### src/sv/version_negotiation_packet_parser_assert.svh
// ----------------------------------------------------------------------------
// Version negotiation packet parser assertion macros
// Short forms for clocked implication checks under synchronous reset.
// ----------------------------------------------------------------------------
`ifndef VERSION_NEGOTIATION_PACKET_PARSER_ASSERT_SVH
`define VERSION_NEGOTIATION_PACKET_PARSER_ASSERT_SVH

// same-cycle implication
`define VNP_ASSERT_IMP(lbl, ante, cons) \
  lbl: assert property (@(posedge clk) disable iff (!rst_n) (ante) |-> (cons)) \
    else $error("vnp assertion failed");

// next-cycle implication
`define VNP_ASSERT_NXT(lbl, ante, cons) \
  lbl: assert property (@(posedge clk) disable iff (!rst_n) (ante) |=> (cons)) \
    else $error("vnp assertion failed");

`endif

### src/sv/vnp_pkg.sv
// ----------------------------------------------------------------------------
// Version negotiation packet parser package
// Byte roles, status codes and sizing constants shared by the parser.
// ----------------------------------------------------------------------------
`timescale 1ns / 1ps
`default_nettype none

package vnp_pkg;

  // largest packet length before the too-long status is raised
  localparam int unsigned MAX_PACKET_LENGTH = 65535;
  // shortest legal packet
  localparam int unsigned MIN_PACKET_LENGTH = 7;
  // last byte position of the version word
  localparam int unsigned VERSION_LAST_POS  = 4;
  // reset value of the connection id length limit
  localparam logic [7:0]  CID_LEN_RESET     = 8'd20;
  // long-form header bit of the first byte
  localparam logic [7:0]  LONG_FORM_MASK    = 8'h80;

  // parse phase, also the byte role reported on the result
  typedef enum logic [2:0] {
    PH_FIRST   = 3'd0,
    PH_VERSION = 3'd1,
    PH_DLEN    = 3'd2,
    PH_DCID    = 3'd3,
    PH_SLEN    = 3'd4,
    PH_SCID    = 3'd5,
    PH_LIST    = 3'd6
  } phase_t;

  // byte role reported once an error has been found
  localparam logic [2:0] KIND_IGNORED = 3'd7;

  typedef enum logic [2:0] {
    ST_OK       = 3'd0,
    ST_SHORT    = 3'd1,
    ST_NOT_LONG = 3'd2,
    ST_VERSION  = 3'd3,
    ST_CID_LONG = 3'd4,
    ST_TRUNC    = 3'd5,
    ST_BAD_LIST = 3'd6,
    ST_TOO_LONG = 3'd7
  } status_t;

endpackage

`default_nettype wire

### src/sv/version_negotiation_packet_parser.sv
// ----------------------------------------------------------------------------
// Version negotiation packet parser
// Streams a version negotiation packet byte by byte, tags each byte and
// reports a verdict with the id lengths and version count on the last byte.
// ----------------------------------------------------------------------------
// Takes one byte item per clock cycle while results are taken, and gives one
// result item per byte. An accepted item sits in an input register and its
// result is loaded into the result register once that register is empty or
// taken; parse state is updated in the single step between the two registers,
// which sets the one-item-per-cycle rate. Backpressure on the result side holds
// both registers; the input side stalls only when both are full. The id length
// limit (cfg_wr_data) should be written while no packet is in flight; its reset
// value is 20.
`timescale 1ns / 1ps
`default_nettype none
`include "version_negotiation_packet_parser_assert.svh"

module version_negotiation_packet_parser
  import vnp_pkg::*;
(
  input  wire logic        clk,
  input  wire logic        rst_n,
  // configuration
  input  wire logic        cfg_wr_en,
  input  wire logic [7:0]  cfg_wr_data,
  // byte items in
  input  wire logic        in_valid,
  output logic             in_stall,
  input  wire logic [7:0]  in_data_byte,
  input  wire logic        in_last,
  // result items out
  output logic             out_valid,
  input  wire logic        out_stall,
  output logic [2:0]       out_byte_kind,
  output logic             out_done_res,
  output logic [2:0]       out_status,
  output logic [7:0]       out_dest_cid_length,
  output logic [7:0]       out_source_cid_length,
  output logic [13:0]      out_version_count
);

  // configuration register
  logic [7:0] max_cid_len_r;

  // input stage
  logic       in_valid_r;
  logic [7:0] in_byte_r;
  logic       in_last_r;

  // parse state
  phase_t     phase_r, phase_nxt;
  logic [15:0] byte_pos_r, byte_pos_nxt;
  logic [7:0] cid_left_r, cid_left_nxt;
  logic [7:0] dlen_r, dlen_nxt;
  logic [7:0] slen_r, slen_nxt;
  logic [15:0] list_cnt_r, list_cnt_nxt;
  status_t    err_r, err_nxt;

  // result stage
  logic        out_valid_r;
  logic [2:0]  out_kind_r, out_kind_nxt;
  logic        out_done_r;
  logic [2:0]  out_status_r, out_status_nxt;
  logic [7:0]  out_dlen_r, out_dlen_nxt;
  logic [7:0]  out_slen_r, out_slen_nxt;
  logic [13:0] out_count_r, out_count_nxt;

  logic out_adv;
  logic in_adv;
  logic step;

  // handshake: result register moves when empty or taken
  assign out_adv  = !out_valid_r || !out_stall;
  assign in_adv   = !in_valid_r || out_adv;
  assign in_stall = !in_adv;
  assign step     = in_valid_r && out_adv;

  // configuration write
  always_ff @(posedge clk) begin
    if (!rst_n) begin
      max_cid_len_r <= CID_LEN_RESET;
    end else if (cfg_wr_en) begin
      max_cid_len_r <= cfg_wr_data;
    end
  end

  // input register
  always_ff @(posedge clk) begin
    if (!rst_n) begin
      in_valid_r <= 1'b0;
    end else if (in_adv) begin
      in_valid_r <= in_valid;
    end
  end

  always_ff @(posedge clk) begin
    if (in_adv && in_valid) begin
      in_byte_r <= in_data_byte;
      in_last_r <= in_last;
    end
  end

  // parse one byte and build its result
  always_comb begin
    status_t     st;
    logic [16:0] length;
    phase_nxt      = phase_r;
    byte_pos_nxt   = byte_pos_r;
    cid_left_nxt   = cid_left_r;
    dlen_nxt       = dlen_r;
    slen_nxt       = slen_r;
    list_cnt_nxt   = list_cnt_r;
    err_nxt        = err_r;
    out_kind_nxt   = KIND_IGNORED;
    out_status_nxt = ST_OK;
    out_dlen_nxt   = '0;
    out_slen_nxt   = '0;
    out_count_nxt  = '0;
    st             = ST_OK;

    // too long before any parsing of this byte
    if ({16'd0, byte_pos_r} >= 32'(MAX_PACKET_LENGTH) && err_nxt == ST_OK) begin
      err_nxt = ST_TOO_LONG;
    end

    if (err_nxt == ST_OK) begin
      out_kind_nxt = phase_r;
      unique case (phase_r)
        PH_FIRST: begin
          if ((in_byte_r & LONG_FORM_MASK) == 8'd0) err_nxt = ST_NOT_LONG;
          phase_nxt = PH_VERSION;
        end
        PH_VERSION: begin
          if (in_byte_r != 8'd0) err_nxt = ST_VERSION;
          if (byte_pos_r >= 16'(VERSION_LAST_POS)) phase_nxt = PH_DLEN;
        end
        PH_DLEN: begin
          dlen_nxt     = in_byte_r;
          if (in_byte_r > max_cid_len_r) err_nxt = ST_CID_LONG;
          cid_left_nxt = in_byte_r;
          phase_nxt    = (in_byte_r != 8'd0) ? PH_DCID : PH_SLEN;
        end
        PH_DCID: begin
          cid_left_nxt = cid_left_r - 8'd1;
          if (cid_left_nxt == 8'd0) phase_nxt = PH_SLEN;
        end
        PH_SLEN: begin
          slen_nxt     = in_byte_r;
          if (in_byte_r > max_cid_len_r) err_nxt = ST_CID_LONG;
          cid_left_nxt = in_byte_r;
          phase_nxt    = (in_byte_r != 8'd0) ? PH_SCID : PH_LIST;
        end
        PH_SCID: begin
          cid_left_nxt = cid_left_r - 8'd1;
          if (cid_left_nxt == 8'd0) phase_nxt = PH_LIST;
        end
        default: begin
          if (list_cnt_r != 16'hFFFF) list_cnt_nxt = list_cnt_r + 16'd1;
        end
      endcase
    end

    // byte counter saturates
    length = {1'b0, byte_pos_r} + 17'd1;
    if (byte_pos_r != 16'hFFFF) byte_pos_nxt = byte_pos_r + 16'd1;

    // verdict on the last byte, then clear for the next packet
    if (in_last_r) begin
      if (err_nxt == ST_OK) begin
        if (phase_nxt != PH_LIST) begin
          err_nxt = ST_TRUNC;
        end else if (list_cnt_nxt == 16'd0 || list_cnt_nxt[1:0] != 2'd0) begin
          err_nxt = ST_BAD_LIST;
        end
      end
      st = err_nxt;
      if (length < 17'(MIN_PACKET_LENGTH)) st = ST_SHORT;
      out_status_nxt = st;
      out_dlen_nxt   = dlen_nxt;
      out_slen_nxt   = slen_nxt;
      if (st == ST_OK) out_count_nxt = list_cnt_nxt[15:2];
      phase_nxt    = PH_FIRST;
      byte_pos_nxt = '0;
      cid_left_nxt = '0;
      dlen_nxt     = '0;
      slen_nxt     = '0;
      list_cnt_nxt = '0;
      err_nxt      = ST_OK;
    end
  end

  // parse state register
  always_ff @(posedge clk) begin
    if (!rst_n) begin
      phase_r    <= PH_FIRST;
      byte_pos_r <= '0;
      cid_left_r <= '0;
      dlen_r     <= '0;
      slen_r     <= '0;
      list_cnt_r <= '0;
      err_r      <= ST_OK;
    end else if (step) begin
      phase_r    <= phase_nxt;
      byte_pos_r <= byte_pos_nxt;
      cid_left_r <= cid_left_nxt;
      dlen_r     <= dlen_nxt;
      slen_r     <= slen_nxt;
      list_cnt_r <= list_cnt_nxt;
      err_r      <= err_nxt;
    end
  end

  // result register
  always_ff @(posedge clk) begin
    if (!rst_n) begin
      out_valid_r <= 1'b0;
    end else if (out_adv) begin
      out_valid_r <= in_valid_r;
    end
  end

  always_ff @(posedge clk) begin
    if (step) begin
      out_kind_r   <= out_kind_nxt;
      out_done_r   <= in_last_r;
      out_status_r <= out_status_nxt;
      out_dlen_r   <= out_dlen_nxt;
      out_slen_r   <= out_slen_nxt;
      out_count_r  <= out_count_nxt;
    end
  end

  assign out_valid             = out_valid_r;
  assign out_byte_kind         = out_kind_r;
  assign out_done_res          = out_done_r;
  assign out_status            = out_status_r;
  assign out_dest_cid_length   = out_dlen_r;
  assign out_source_cid_length = out_slen_r;
  assign out_version_count     = out_count_r;

  // checks
  `VNP_ASSERT_IMP(a_mid_result_clear, out_valid_r && !out_done_r,
    out_status_r == ST_OK && out_dlen_r == 8'd0 && out_slen_r == 8'd0 &&
    out_count_r == 14'd0)
  `VNP_ASSERT_IMP(a_count_only_ok, out_valid_r && out_status_r != ST_OK,
    out_count_r == 14'd0)
  `VNP_ASSERT_NXT(a_last_clears, step && in_last_r,
    phase_r == PH_FIRST && byte_pos_r == 16'd0 && err_r == ST_OK)
  `VNP_ASSERT_IMP(a_stall_when_full, in_stall, in_valid_r && out_valid_r)

endmodule

`default_nettype wire

### config.mk
export PLATFORM = sky130hd
export DESIGN_NAME = version_negotiation_packet_parser
export DESIGN_NICKNAME = d
export VERILOG_FILES = /design/src/sv/vnp_pkg.sv /design/src/sv/version_negotiation_packet_parser.sv
export VERILOG_INCLUDE_DIRS = /design/src /design/src/sv
export SDC_FILE = /design/constraint.sdc
export NUM_CORES = 1
export LEC_CHECK = 0
export ABC_AREA = 0
export BUFFER_PORTS_ARGS = -buffer_cell sky130_fd_sc_hd__clkbuf_2
export CORE_ASPECT_RATIO = 0.75
export CORE_UTILIZATION = 40
export CTS_CLUSTER_DIAMETER = 40
export DETAILED_ROUTE_END_ITERATION = 10
export SYNTH_ARGS = -nofsm -noshare
export SYNTH_HDL_FRONTEND = slang
export SYNTH_SLANG_ARGS = --single-unit
### constraint.sdc
create_clock -name clk -period 3.5 [get_ports clk]
set_clock_uncertainty 0.15 [all_clocks]
set_input_delay 0.525 -clock clk [delete_from_list [all_inputs] [get_ports clk]]
set_output_delay 0.525 -clock clk [all_outputs]
set_load 0.01 [all_outputs]
==> run summary <==
Status - finished with violations
Violations in the final reports - negative setup slack
Vias in the first global route - 5432
Number of flops mapped to enable cells by yosys - 46
Data required, critical path - 3.60 ns
Area growth, synth to finish - 24.6%
Sequential area share after synthesis - 43.8%
Fmax achieved - 281 MHz
Design Area, Final - 8020 um^2
Hold crit path type - primary input to flop
Worst vdd ir - 0.293 mV
Post-synthesis instance area - 6440 um^2
ANT nets after route - 0
CTS tree - done
Comb power frac - 6.1%
Post-detail-place hpwl - 12100 um
Pre-antenna DRT Iters - 7
Global routing usage on met3 - 4.51%
Hold bufs inserted after CTS - 0
Worst-skew pair later-pin latency - 0.42 ns
Root Driver - clkbuf_16
Post-synthesis xor/xnor area fraction - 0.816%
Fin crit period - 3.56 ns
Post-Synth Adder-Cell Area - 2.68%
Final Hold Fails - 0
Gate Count Post-Synth - 710
Die height - 112 um
Internal power - 2.61 mW
Mux share of post-synthesis cell area - 4.86%
Critical Path AT - 3.66 ns
Total congestion overflow - 0
Vias - 5813
Die X - 149 um
Clk sinks - 118
Starting density of the core - 41.6%
Crit path launch type - flop
Via-per-instance ratio - 5.62
Actual slew at the worst max-slew pin - 0.882 ns
Synth Register Bits - 118
DRC violations left - 0
Antenna violations before repair - 0
P_sw - 0.839 mW
# setup viols final - 8
Share of cells above drive strength 1 - 25.2%
Global-route wire length before repair - 27700 um
Mapped Avg Cell Area - 9.07 um^2
Num CTS Buffers - 17
Routability cong. - 0.909
Slew Viols, Final - 0
Largest family of logic cells by synthesized area - simple AND/OR/NAND/NOR gates
Slowest-stage cell, CP - or4_4
Met2 usage - 30.8%
Clock transition at path regs - 0.06 ns
Most frequent CP cell - or4_4
Kind of critical path - flop to flop
Clk pwr share - 51.0%
Die ar. - 16600 um^2
Worst setup EP type - flop
Htree depth - 4
Largest net degree at the start of global routing - 42
Sw frac - 24.4%
Slowest cell delay on critical path - 0.53 ns
RSZ-0062 raised after global routing - yes
Starting DRT DRC Count - 549
Post-Route Setup TNS - -0.183 ns
Flop pwr share - 42.9%
Crit-path max FO - 14
Cells along the critical path - inv_2 -> ha_4 -> or3b_4 -> o31a_1 -> a2111oi_4 -> nand4_1 -> and4_4 -> or4_4 -> or4_4 -> buf_12 -> nor3_1
Lkg Pwr - 3.02 nW
Average wire per standard cell - 16.4 um
Final #Nets - 851
Max-cap violations - 0
I/O pins - 61
Longest Clk Path Bufs - 2
Power density over the cells - 429 nW/um^2
Grt met1 use - 31.1%
Relative slew slack - 41.0%
Gr busiest metal - met1
Core Rows - 39
Area fraction in compound gates after synthesis - 18.1%
Total core area - 15500 um^2
Ant diodes - 0
Post-CTS setup buffer count - 0
Final WS setup - -0.0554 ns
Total track usage - 21.2%
Yosys cell types - 64
Dpl cell area - 7380 um^2
Period utilisation layout - 102%
Area share of and/or/nand/nor cells after synthesis - 25.2%
Synth warn - 0
Primary FF master, synth - dfxtp_1
Async set or reset register ratio after synthesis - 0%
Post-synth net total - 745
Total wire length - 16900 um
IO Port Bufs - 60
cells in the mapped netlist, types with 23 or more instances:
cell type | instances | area (um^2)
edfxtp_1 | 46 | 1380
nor3_1 | 23 | 115
nor2_1 | 51 | 191
mux2i_1 | 29 | 290
a21oi_1 | 34 | 170
dfxtp_1 | 72 | 1440
a22oi_1 | 23 | 173
nand2_1 | 45 | 169
nand3_1 | 25 | 125
o21ai_0 | 53 | 265
nor2b_1 | 40 | 250
clkbuf_1 | 36 | 135
and2_1 | 29 | 181
final cells by class:
class,count,area [um^2]
tap,205,256
timing repair buffer,139,906
sequential,118,2830
inverter,18,67.6
fill,1378,7440
multi-input combinational,522,3380
clock inverter,15,168
clock buffer,17,425
stage by stage:
step                      hold WS, ns  utilization [%]  std cells  worst slack (ns)  power (mW)
after floorplan                 0.274                -        710           0.00221        1.62
after global placement          0.328             47.7       1002            -0.117        1.71
after detailed placement        0.342             47.7       1002            -0.188        1.72
after CTS                       0.113             51.7       1034           -0.0774        3.48
after global routing            0.119             51.9       1034            -0.152        3.56
final                           0.130             51.9       1034           -0.0554        3.44
layout by cell type (no fill, tap or decap), types with 15 or more instances in the layout:
master and count:
mux2i_1 29, o21ai_0 53, nor2_1 51, edfxtp_1 46, a22oi_1 23, clkbuf_2 60, nor3_1 19, nor2b_1 40
a21oi_1 34, nand3_1 25, inv_1 15, buf_4 78, dfxtp_1 70, nand2_1 45, and2_1 29, clkbuf_16 17
logic make-up (layout without fill, tap and decap cells):
kind of cell	Yosys count	after routing
muxes	31	31
adders and majority gates	14	14
DFF	118	118
buffers and inverters	70	189
and+or+nand+nor	293	293
xor gates and xnor gates	6	6
AOI/OAI and AO/OA	178	178
power by group through the flow:
stage | logic, mW | registers [mW] | clock network, mW
2_1_floorplan | 0.106 | 1.52 | 0
3_3_place_gp | 0.206 | 1.51 | 0
3_5_place_dp | 0.210 | 1.51 | 0
4_1_cts | 0.210 | 1.48 | 1.79
5_1_grt | 0.231 | 1.48 | 1.85
6_report | 0.211 | 1.48 | 1.76
routing by layer:
layer / vias to the layer above / routed length [um]
met3: 30 / 1000
li1: 2824 / -
met2: 207 / 7270
met4: 0 / 274
met5: - / 0
met1: 2752 / 8400
what timing repair did:
item | 4_1_cts | 5_1_grt
pin swaps | 1 | 0
resized for setup | 4 | 7
setup endpoints to repair | 14 | 16
cloned | 0 | 0
path summary, 6_finish.rpt:
path	startpoint	to	slack [ns]	cells after the start
worst min-delay path	in_data_byte[3]	in_byte_r[3]$_DFFE_PP_	0.13	1
worst max-delay path	cid_left_r[0]$_SDFFE_PN0P_	out_version_count[0]$_SDFFCE_PN0P_	-0.06	11
worst max register to register	cid_left_r[0]$_SDFFE_PN0P_	out_version_count[0]$_SDFFCE_PN0P_	-0.06	11
worst min register to register	max_cid_len_r[2]$_SDFFE_PN1P_	max_cid_len_r[2]$_SDFFE_PN1P_	0.35	2
worst max-delay path, delay by kind of cell, from the launching register on:
family / cells / cell delay (ns)
AO/OA/AOI/OAI: 2 / 0.61
adder cells (fa/ha/maj): 1 / 0.12
buffers and inverters: 2 / 0.24
flip-flops: 1 / 0.33
AND/OR/NAND/NOR: 6 / 1.94
No activity file was read; power rests on OpenSTA's default activity.
